==> src/rtl/pktb_pkg.sv <==
// Package for the per-key token bucket limiter: sizes, field widths, shared types.
// No dependencies.
`timescale 1ns / 1ps
package pktb_pkg;
  localparam int unsigned Slots     = 1024;
  localparam int unsigned SlotW     = $clog2(Slots);
  localparam int unsigned CntW      = SlotW + 1;
  localparam int unsigned KeyW      = 32;
  localparam int unsigned TokW      = 16;
  localparam int unsigned TimeW     = 48;
  localparam int unsigned PerW      = 20;
  localparam int unsigned SpanW     = PerW + TokW;
  localparam int unsigned QuoW      = TimeW;

  localparam logic [0:0] CfgPeriod = 1'b0;
  localparam logic [0:0] CfgCap    = 1'b1;

  // one bucket entry as stored in the slot memory
  typedef struct packed {
    logic             valid;
    logic [KeyW-1:0]  key;
    logic [TokW-1:0]  tokens;
    logic [TimeW-1:0] stamp;
  } slot_t;

  // control from the sequencer to the refill divider
  typedef struct packed {
    logic              go;
    logic [SpanW-1:0]  dividend;
  } div_req_t;
endpackage

==> src/rtl/pktb_div.sv <==
// Restoring divider, one quotient bit per cycle: elapsed span / period.
// Depends on pktb_pkg.
`timescale 1ns / 1ps
module pktb_div (
  input  logic                        clk_i,
  input  logic                        rst_ni,
  input  pktb_pkg::div_req_t          req_i,
  input  logic [pktb_pkg::PerW-1:0]   divisor_i,
  output logic                        done_o,
  output logic [pktb_pkg::SpanW-1:0]  quo_o
);
  import pktb_pkg::*;
  localparam int unsigned StepW = $clog2(SpanW + 1);
  logic [SpanW-1:0] quo_q, quo_d;
  logic [PerW:0]    rem_q, rem_d;
  logic [StepW-1:0] step_q, step_d;
  logic             busy_q, busy_d, done_q, done_d;
  logic [PerW:0]    trial;

  always_comb begin
    quo_d  = quo_q;
    rem_d  = rem_q;
    step_d = step_q;
    busy_d = busy_q;
    done_d = 1'b0;
    trial  = {rem_q[PerW-1:0], quo_q[SpanW-1]};
    if (req_i.go) begin
      quo_d  = req_i.dividend;
      rem_d  = '0;
      step_d = StepW'(SpanW);
      busy_d = 1'b1;
    end else if (busy_q) begin
      if (trial >= {1'b0, divisor_i}) begin
        rem_d = trial - {1'b0, divisor_i};
        quo_d = {quo_q[SpanW-2:0], 1'b1};
      end else begin
        rem_d = trial;
        quo_d = {quo_q[SpanW-2:0], 1'b0};
      end
      step_d = step_q - StepW'(1);
      if (step_q == StepW'(1)) begin
        busy_d = 1'b0;
        done_d = 1'b1;
      end
    end
  end

  always_ff @(posedge clk_i or negedge rst_ni) begin
    if (!rst_ni) begin
      busy_q <= 1'b0;
      done_q <= 1'b0;
      step_q <= '0;
    end else begin
      busy_q <= busy_d;
      done_q <= done_d;
      step_q <= step_d;
    end
  end

  always_ff @(posedge clk_i) begin
    quo_q <= quo_d;
    rem_q <= rem_d;
  end

  assign done_o = done_q;
  assign quo_o  = quo_q;
endmodule

==> config.mk <==
export PLATFORM = sky130hd
export DESIGN_NAME = pktb_div
export DESIGN_NICKNAME = d
export VERILOG_FILES = /design/src/rtl/pktb_pkg.sv /design/src/rtl/pktb_div.sv
export SDC_FILE = /design/constraint.sdc
export NUM_CORES = 1
export LEC_CHECK = 0
export BUFFER_PORTS_ARGS = -buffer_cell sky130_fd_sc_hd__clkbuf_2
export CORE_MARGIN = 1.5
export CORE_UTILIZATION = 58
export DETAILED_ROUTE_END_ITERATION = 16
export PLACE_DENSITY = 0.92
export SLEW_MARGIN = 20
export SYNTH_ARGS = -nofsm -noshare
export SYNTH_HDL_FRONTEND = slang
export SYNTH_SLANG_ARGS = --single-unit
==> constraint.sdc <==
create_clock -name clk_i -period 5.25 [get_ports clk_i]
set_clock_uncertainty 0.15 [all_clocks]
set_input_delay 0.525 -clock clk_i [delete_from_list [all_inputs] [get_ports clk_i]]
set_output_delay 0.525 -clock clk_i [all_outputs]
set_load 0.02 [all_outputs]
==> results of run 1 <==
-- how the worst max path moves through the flow --
| stage | from | endpoint | slack, ns | cells past startpoint |
|---|---|---|---|---|
| detailed placement | divisor_i[2] | rem_q[13] | 1.75 | 11 |
| finish | quo_o[35] | rem_q[13] | 1.98 | 10 |
| floorplan | divisor_i[2] | rem_q[19] | 2.30 | 11 |
| global placement | divisor_i[2] | rem_q[13] | 1.82 | 11 |
| CTS | quo_o[35] | rem_q[13] | 1.99 | 10 |
| global route | quo_o[35] | rem_q[13] | 1.83 | 10 |
-- sequential cells by signal (all words and copies together) (netlist names) --
name	count
busy_q	1
done_o	1
step_q	6
quo_o	36
rem_q	20
-- worst register-to-register path, cell delays in order (launching register included) --
cell and delay [ns]:
sky130_fd_sc_hd__edfxtp_1 0.40, sky130_fd_sc_hd__inv_1 0.06, sky130_fd_sc_hd__ha_1 0.19, sky130_fd_sc_hd__nand2b_1 0.19, sky130_fd_sc_hd__a211o_1 0.32, sky130_fd_sc_hd__a2111oi_4 0.40, sky130_fd_sc_hd__nor3_1 0.09, sky130_fd_sc_hd__o41a_1 0.58
sky130_fd_sc_hd__buf_4 0.33, sky130_fd_sc_hd__and3_1 0.19, sky130_fd_sc_hd__a211o_1 0.26
-- final cells by class --
| cell class | count | area [µm²] |
|---|---|---|
| Tap cell | 80 | 100.1 |
| Fill cell | 516 | 2024 |
| Clock buffer | 10 | 127.6 |
| Clock inverter | 6 | 60.06 |
| Timing Repair Buffer | 100 | 515.5 |
| Sequential cell | 64 | 1682 |
| Multi-Input combinational cell | 287 | 2105 |
| Inverter | 28 | 105.1 |
-- stage by stage --
step,cells,hold WS (ns),area [µm²],total power (µW)
finish,575,0.3307,4695,2215
global route,575,0.3248,4695,2365
CTS,575,0.3238,4695,2208
detailed placement,558,0.2306,4497,1781
global placement,558,0.2292,4497,1746
floorplan,396,0.07941,3980,1590
-- synth_stat cells (all sizes together) (2+ instances only) --
master	n	share of area, %
nand3b	2	0.38
a31oi	4	0.63
and3	2	0.31
o21ai	18	2.3
edfxtp	36	27
nor2	41	3.9
mux2i	14	3.5
a311oi	2	0.60
nand4	3	0.47
inv	28	2.6
ha	22	6.9
nand3	6	0.75
and2	3	0.47
mux2	35	9.9
nand2b	6	0.94
nor3	10	1.3
a211oi	16	3.0
a21oi	23	2.9
buf	3	0.91
dfrtp	8	5.0
nand2	25	2.4
clkbuf	14	1.3
xnor2	10	2.2
a211o	4	0.88
nand4b	2	0.44
nor4	3	0.47
a31o	2	0.44
xor2	9	2.0
a21o	7	1.3
dfxtp	20	10
-- per-layer routing --
metal  share of wire (%)  GRT usage, %
met1                  41         31.86
met2                  52         44.24
met3                 4.2         4.620
met4                 2.8         11.58
met5                   0             0
-- power groups by stage --
stage / Clock [µW] / Combinational, µW / Sequential [µW]
CTS: 421 / 1050 / 735
finish: 415 / 1060 / 736
global route: 441 / 1170 / 750
detailed placement: 0 / 1040 / 742
global placement: 0 / 1010 / 736
floorplan: 0 / 821 / 768
-- cells by family after synthesis --
family | Yosys count | synth area share, %
adder cells (fa/ha/maj) | 23 | 7.419
flip-flops | 64 | 42.25
AO/OA/AOI/OAI | 88 | 15.18
multiplexers | 49 | 13.42
AND/OR/NAND/NOR | 108 | 12.67
buffers and inverters | 45 | 4.873
XOR/XNOR | 19 | 4.181
==> results, run 1 <==
- The power per standard cell area is between 400 and 500 nW/µm².
- The later pin in the worst-skew pair is clocked with a latency of 0.34 ns.
- The startpoint of the worst-slack reg-to-reg timing path is quo_o[35].
- The fraction of layout instances using a drive strength above 1 is between 30% and 40%.
- During I/O placement, the number of pins put on the boundary was 96.
- The CTS buffer count is 9.
- After detailed routing, the average wire length per cell comes to approximately 16 µm.
- Setup violations remaining at the end of the flow were counted as 0.
- The clock period could shrink to ~3.3 ns.
- Before antenna repair, the detailed router went through 5 iterations.
- The portion of the post-synthesis area used by sequential elements is 42.25%.
- Among all flip-flop cells after synthesis, the most frequent one is sky130_fd_sc_hd__edfxtp_1.
- The post-route fraction of the period consumed by the critical path is 62.26%.
- STA classifies the critical path endpoint as a flip-flop.
- The hold path startpoint is rem_q[17].
- The fraction of registers with async set/reset is roughly 13%.
- Summed over all nets, the switching power comes to between 800 and 900 µW.
- The critical path in this run is classified as flip-flop to flip-flop.
- The critical path goes through inv_1 -> ha_1 -> nand2b_1 -> a211o_1 -> a2111oi_4 -> nor3_1 -> o41a_1 -> buf_4 -> and3_1 -> a211o_1.
- Once routing completed, OpenROAD measured the worst setup slack at 1.981 ns.
- The worst hold path passes through 2 cells.
- The overall routing resource usage is ~26%.
- The peak per-stage delay on the critical path is 0.58 ns.
- The number of enable-type register cells in the synthesized netlist is 36.
- The tightest min-delay check is of the flip-flop to flip-flop type.
- The initial core utilization is between 50% and 60%.
- After clock tree synthesis, the clock-pin slew on the worst setup and hold paths is 0.07 ns.
- The wire length reported by the detailed router is a little over 9000 µm.
- Buffers added to address setup during post-CTS repair amount to 0.
- The number of remaining DRC errors is 0.
- TritonCTS built the clock tree.
- The worst reg2reg path depth is 10.
- Timing analysis after detailed placement gives a worst setup slack of approximately 1.7 ns.
- The final core area utilization is between 60% and 70%.
- The number of failing hold endpoints at the final stage was 0.
- The cell that appears most often on the critical path is sky130_fd_sc_hd__a211o_1.
- CTS placed an instance of sky130_fd_sc_hd__clkbuf_8 at the clock tree root.
- The number of antenna violations at the first check in global routing is 0.
- The via count of the first global-routing pass is between 3000 and 4000.
- The setup total negative slack is 0 ns.
- The count of clock tree sinks is 64.
- The peak fanout along the critical path is 16.
- A synthesized cell averages ~10 µm².
- The share of total power dissipated in combinational logic is around 48%.
- Leaving out fill and tap cells, the most frequent cells in the layout are sky130_fd_sc_hd__clkbuf_2 (95), sky130_fd_sc_hd__nor2_1 (41), sky130_fd_sc_hd__edfxtp_1 (36).
- Across the run, the number of max-cap violations was 0.
- The overflow left after global routing is 0.
- The path with the worst hold slack has its endpoint at rem_q[17].
- The area of the placeable core is about 6700 µm².
- The total leakage power is 0.002184 µW.
- The critical path arrival is 3.34 ns.
- In this run the horizontal extent of the chip is around 86 µm.
- The detailed router finished its first iteration with ~230 violations.
- The number of antenna diodes in the final layout is 0.
- The part of the power in registers is approximately 33%.
- Relative to the synthesized area, the layout overhead comes to 17.95%.
- In this run the tightest slew margin relative to its limit is between 50% and 60%.
- The wire length of the first global-routing pass is about 15000 µm.
- The routed layout has around 3400 vias.
- The final-stage net count is 572.
- The standard-cell row count is 30.
- After synthesis the cells add up to 3980 µm².
- The die outline area is roughly 7400 µm².
- Detailed placement ended at an HPWL of approximately 6600 µm.
- The count of instances resized after the clock tree is built is 0.
- On the critical path, the stage with the largest delay is an instance of sky130_fd_sc_hd__o41a_1.
- The number of flip-flops and latches in the synthesized netlist is 64.
- Setup repair after global routing left no endpoint under its margin.
- The endpoint of the worst register-to-register path is rem_q[13].
- The number of instances in the synthesized netlist is 396.
- The internal power is around 1300 µW.
- The number of nets handed over by synthesis was between 400 and 500.
- The buffer depth of the longest clock path is 2.
- Across all register-to-register paths, the minimum setup slack is slightly below 2 ns.
- The number of buffers and inverters on the critical path is 2.
- The run finished with clean final reports.
- Synthesis instantiated 52 different standard cells from the library.
- Buffers placed on the I/O ports in this run total 95.
- In this run the remaining antenna-violating nets after routing total 0.
- In this design, the largest share of critical-path delay is due to compound AO/OA/AOI/OAI gates.
- STA classifies the critical path startpoint as a flip-flop.
- The total number of yosys warnings is 0.
- The worst vdd rail ir drop is between 0.2 and 0.25 mV.
- The floorplan step set the die height to 85.84 µm.
- The total count of max-transition violations in the final report was 0.
- Entering global routing, the biggest net connects a little over 60 pins.
- Buffers inserted to repair hold after CTS numbered 1.
- At the pin with the least slew margin, the transition time is 0.7249 ns.
- The net switching share of the total power is 40.04%.
- Per report_power, the clock group accounts for 18.7% of the total.
- The H-tree was split into 3 levels.
- Static timing analysis puts the maximum clock frequency at approximately 310 MHz.
- Leaving out fill and tap cells, the most frequent cell in the layout is sky130_fd_sc_hd__clkbuf_2.
- The via density per instance is 5.878.
- Routability-driven placement finished with a final weighted congestion of approximately 0.9.
- The required time reported for the critical path endpoint is about 5.3 ns.
No activity file was read; power rests on OpenSTA's default activity.
==> run 2: changes to the inputs <==
- ABC_AREA: unset -> 1
- CORE_UTILIZATION: 58 -> 55
- PLACE_DENSITY: 0.92 -> 0.87
- clock period: 5.25 -> 3.3 ns (I/O delays scaled with it)
==> run 2 against run 1 <==
Die area grew 14%. Via count up 25%. Clock power increased by 80%. Global-route usage up 0.70 points. Register-to-register slack worse by 1.1 ns. Sequential power up 51%. Count of clock-buffer cells in the layout decreased by 1. Power grew 53%. Design area grew 8.9%. First-iteration DRC count is 39% higher. Synthesized cell count rose by 54%. Routed wire length grew 21%.
==> results, run 2 <==
- The fraction of layout instances using a drive strength above 1 is 19.92% (was 31.11%).
- The cell family with the largest share of critical-path delay is simple AND/OR/NAND/NOR gates (was compound AO/OA/AOI/OAI gates).
- Commonest cells after routing, fill and taps aside: sky130_fd_sc_hd__nand2_1 (251), sky130_fd_sc_hd__clkbuf_2 (95), sky130_fd_sc_hd__inv_1 (90) (was sky130_fd_sc_hd__clkbuf_2 (95), sky130_fd_sc_hd__nor2_1 (41), sky130_fd_sc_hd__edfxtp_1 (36)).
- The count of unique library cells instantiated by Yosys is 38 (was 52).
- The max capacitance violation total is 0 (unchanged).
- The slowest library cell on the worst path is sky130_fd_sc_hd__nor2_4 (was sky130_fd_sc_hd__o41a_1).
- The post-synthesis average cell area is 7.075 µm² (was 10.05 µm²).
- The number of flip-flops and latches in the synthesized netlist was 64 (unchanged).
- The leading cell type in the layout, fill and taps excluded is sky130_fd_sc_hd__nand2_1 (was sky130_fd_sc_hd__clkbuf_2).
- The detailed placement HPWL is 8313 µm (was 6580 µm).
- The area of the mapped netlist came to 4323 µm² (was 3980 µm²).
- The cell at the root of the clock tree is sky130_fd_sc_hd__clkbuf_8 (unchanged).
- The detail-routed net length per standard cell is 13.62 µm (was 15.93 µm).
- The number of instances in the synthesized netlist was 611 (was 396).
- The relative slew slack is 54.58% (was 51.67%).
- The overall routing resource usage is 26.52% (was 25.82%).
- The post-route fraction of the period consumed by the critical path is 74.72% (was 62.26%).
- The peak fanout along the critical path is 23 (was 16).
- The via count of the first global-routing pass was 3975 (was 3264).
- The type of origin of the critical path is a flip-flop (unchanged).
- Run status: complete, no violations (unchanged).
- The most frequent cell on the critical path is sky130_fd_sc_hd__nand2_1 (was sky130_fd_sc_hd__a211o_1).
- The area added between synthesis and finish is 18.23% (was 17.95%).
- The worst vdd rail ir drop is 0.3620 mV (was 0.2008 mV).
- The required time reported for the critical path endpoint is 3.41 ns (was 5.32 ns).
- The via count came to 4224 (was 3380).
- The filler cell count was 629 (was 516).
- The portion of the post-synthesis area used by sequential elements is 38.90% (was 42.25%).
- The total number of yosys warnings was 0 (unchanged).
- Unrepaired setup endpoints after global routing: no (unchanged).
- The largest net degree at the start of global routing is 36 (was 62).
- Ranking of synthesized cells by instance count: sky130_fd_sc_hd__nand2_1 (251), sky130_fd_sc_hd__inv_1 (90), sky130_fd_sc_hd__nand3_1 (54) (was sky130_fd_sc_hd__nor2_1 (41), sky130_fd_sc_hd__edfxtp_1 (36), sky130_fd_sc_hd__mux2_2 (35)).
- The number of buffers and inverters on the critical path came to 0 (was 2).
- Leading post-synthesis cells by cell area: sky130_fd_sc_hd__edfxtp_1 (25%), sky130_fd_sc_hd__nand2_1 (22%), sky130_fd_sc_hd__dfxtp_1 (9.3%) (was sky130_fd_sc_hd__edfxtp_1 (27%), sky130_fd_sc_hd__dfxtp_1 (10%), sky130_fd_sc_hd__mux2_2 (9.9%)).
- The starting DRC count in detailed routing came to 313 (was 225).
- The area of the placeable core is 7647 µm² (was 6719 µm²).
- The count of buffers from port buffering is 95 (unchanged).
- The wire length of the first global-routing pass is 17710 µm (was 14960 µm).
- The path type of the worst min-delay path is primary input to flip-flop (was flip-flop to flip-flop).
- The routability congestion estimate from global placement is 0.9132 (was 0.8848).
- List of cells traversed by the critical path: ha_1 -> nand2_1 -> nor2_2 -> nand2_1 -> nor2_1 -> nand2_1 -> nand2_2 -> nor2_4 -> nand2_8 -> nand2_1 -> nand3_1 -> o21ai_0 (was inv_1 -> ha_1 -> nand2b_1 -> a211o_1 -> a2111oi_4 -> nor3_1 -> o41a_1 -> buf_4 -> and3_1 -> a211o_1).
- The total leakage power is 0.002871 µW (was 0.002184 µW).
- The final number of setup-violating endpoints was 0 (unchanged).
- The clock insertion delay at the later pin of the skew report was 0.35 ns (was 0.34 ns).
- The power per standard cell area is 664.6 nW/µm² (was 471.9 nW/µm²).
- The TritonCTS clock tree is built (unchanged).
- The final critical delay including setup and external delays is 2.466 ns (was 3.269 ns).
- The standard-cell row count was 32 (was 30).
- The placed instance count is 798 (was 558).
- The number of nets still failing antenna checks after routing is 0 (unchanged).
- The maximum level of the CTS H-tree was 3 (unchanged).
- The maximum achievable frequency is 405.5 MHz (was 305.9 MHz).
- The overflow left after global routing came to 0 (unchanged).
- The initial core utilization is 56.53% (was 59.24%).
- The peak per-stage delay on the critical path is 0.52 ns (was 0.58 ns).
- The die width was 91.66 µm (was 85.84 µm).
- The y dimension of the die is 91.66 µm (was 85.84 µm).
- The via density per instance came to 5.183 (was 5.878).
- The post-layout instance count excluding filler cells came to 815 (was 575).
- The number of top-level design ports is 96 (unchanged).
- The final-stage net count is 790 (was 572).
- The library cell with the largest summed area after synthesis is sky130_fd_sc_hd__edfxtp_1 (unchanged).
- The number of failing hold endpoints at the final stage came to 0 (unchanged).
- The number of antenna violations at the first check in global routing is 0 (unchanged).
- The slew of the pin with the lowest slew margin is 0.6797 ns (was 0.7249 ns).
- The count of buffers added by post-CTS timing repair for setup was 0 (unchanged).
- The start-to-end type of the worst setup path is flip-flop to flip-flop (unchanged).
- The critical path arrival is 2.58 ns (was 3.34 ns).
- The total count of max-transition violations in the final report is 0 (unchanged).
- The number of enable-type register cells in the synthesized netlist came to 36 (unchanged).
- The count of clock tree sinks is 64 (unchanged).
- The number of remaining DRC errors is 0 (unchanged).
- The dominant register cell in the synthesized netlist is sky130_fd_sc_hd__edfxtp_1 (unchanged).
- The post-synthesis net count was 693 (was 478).
- The setup total negative slack came to 0 ns (unchanged).
- The buffer depth of the longest clock path is 2 (unchanged).
- The proportion of netlist area held by the largest area contributor is 25.01% (was 27.16%).
- The fraction of registers with async set/reset was 12.50% (unchanged).
- The clock transition at the register clock pins on the worst setup and hold paths after CTS was 0.08 ns (was 0.07 ns).
- The die outline area was 8401 µm² (was 7369 µm²).
- The flip-flop count of the largest register after layout is 36 (unchanged).
- The CTS buffer count is 9 (unchanged).
- The length of the first detailed-routing pass in iterations is 5 (unchanged).
- The endpoint class of the critical path is a flip-flop (unchanged).
- The most instantiated library cell after synthesis is sky130_fd_sc_hd__nand2_1 (was sky130_fd_sc_hd__nor2_1).
- The count of inserted antenna diode cells was 0 (unchanged).
- The wire length reported by the detailed router was 11100 µm (was 9161 µm).
==> run 2: path summary, 6_finish.rpt <==
path                       slack, ns      start  cells after the start   endpoint
max                             0.83   rem_q[7]                     12   rem_q[8]
min                              0.1  req_i[35]                      3  quo_o[35]
max in group asynchronous       2.62     rst_ni                      2     busy_q
min reg2reg                     0.34  rem_q[11]                      2  rem_q[11]
max reg2reg                     0.83   rem_q[7]                     12   rem_q[8]
min in group asynchronous       0.21     rst_ni                      2     done_o
==> run 2: power by group <==
group,internal [µW],total (µW),switching (µW)
clock network,426,746,320
logic,564,1540,978
registers,995,1110,114
total,1990,3400,1410
==> run 2: repair_timing <==
action                                  in CTS  in global routing
hold buffers                                 1                  0
resized for setup                            0                  0
endpoints found under the setup margin       0                  0
endpoints found under the hold margin        8                  0
==> run 2: stage by stage <==
stage	hold WS [ns]	power [µW]	setup slack [ns]	instance area (µm²)	util [%]
floorplan	-0.1156	2304	1.177	4323	-
global placement	0.03019	2579	0.8602	4882	63.84
detailed placement	0.03667	2626	0.7991	4882	63.84
CTS	0.09739	3379	0.8740	5111	66.84
global route	0.1105	3619	0.6939	5111	66.84
finish	0.09735	3397	0.8342	5111	66.84
==> run 2: cell type report <==
class                      instances  area, µm²  area share, %
clock buffer                       9      123.9          2.424
clock inverter                     7      95.09          1.860
inverter                          92      345.3          6.756
multi-input combinational        439       2195          42.94
sequential                        64       1682          32.90
tap                              102      127.6          2.497
timing repair buffer             102      543.0          10.62
==> run 2: cell families after synthesis <==
| kind of cell | synth area share (%) |
|---|---|
| flops | 38.90 |
| buf+inv | 10.33 |
| simple gates | 38.03 |
| fa+ha+maj | 6.831 |
| compound gates | 4.081 |
| xor+xnor | 1.824 |
==> run 2: routing by layer <==
metal	global-route usage, %	share of wire, %	up-vias
li1	-	-	2123
met1	32.21	42	1910
met2	46.33	49	157
met3	5.058	5.6	34
met4	10.29	3.0	0
met5	0	0	-
==> run 2: worst reg2reg max path, cell delays in order, from the launching register on <==
cell and delay, ns:
sky130_fd_sc_hd__dfxtp_1 0.41, sky130_fd_sc_hd__ha_1 0.31, sky130_fd_sc_hd__nand2_1 0.16, sky130_fd_sc_hd__nor2_2 0.07, sky130_fd_sc_hd__nand2_1 0.08, sky130_fd_sc_hd__nor2_1 0.05
sky130_fd_sc_hd__nand2_1 0.07, sky130_fd_sc_hd__nand2_2 0.06, sky130_fd_sc_hd__nor2_4 0.52, sky130_fd_sc_hd__nand2_8 0.22, sky130_fd_sc_hd__nand2_1 0.11, sky130_fd_sc_hd__nand3_1 0.07
sky130_fd_sc_hd__o21ai_0 0.08
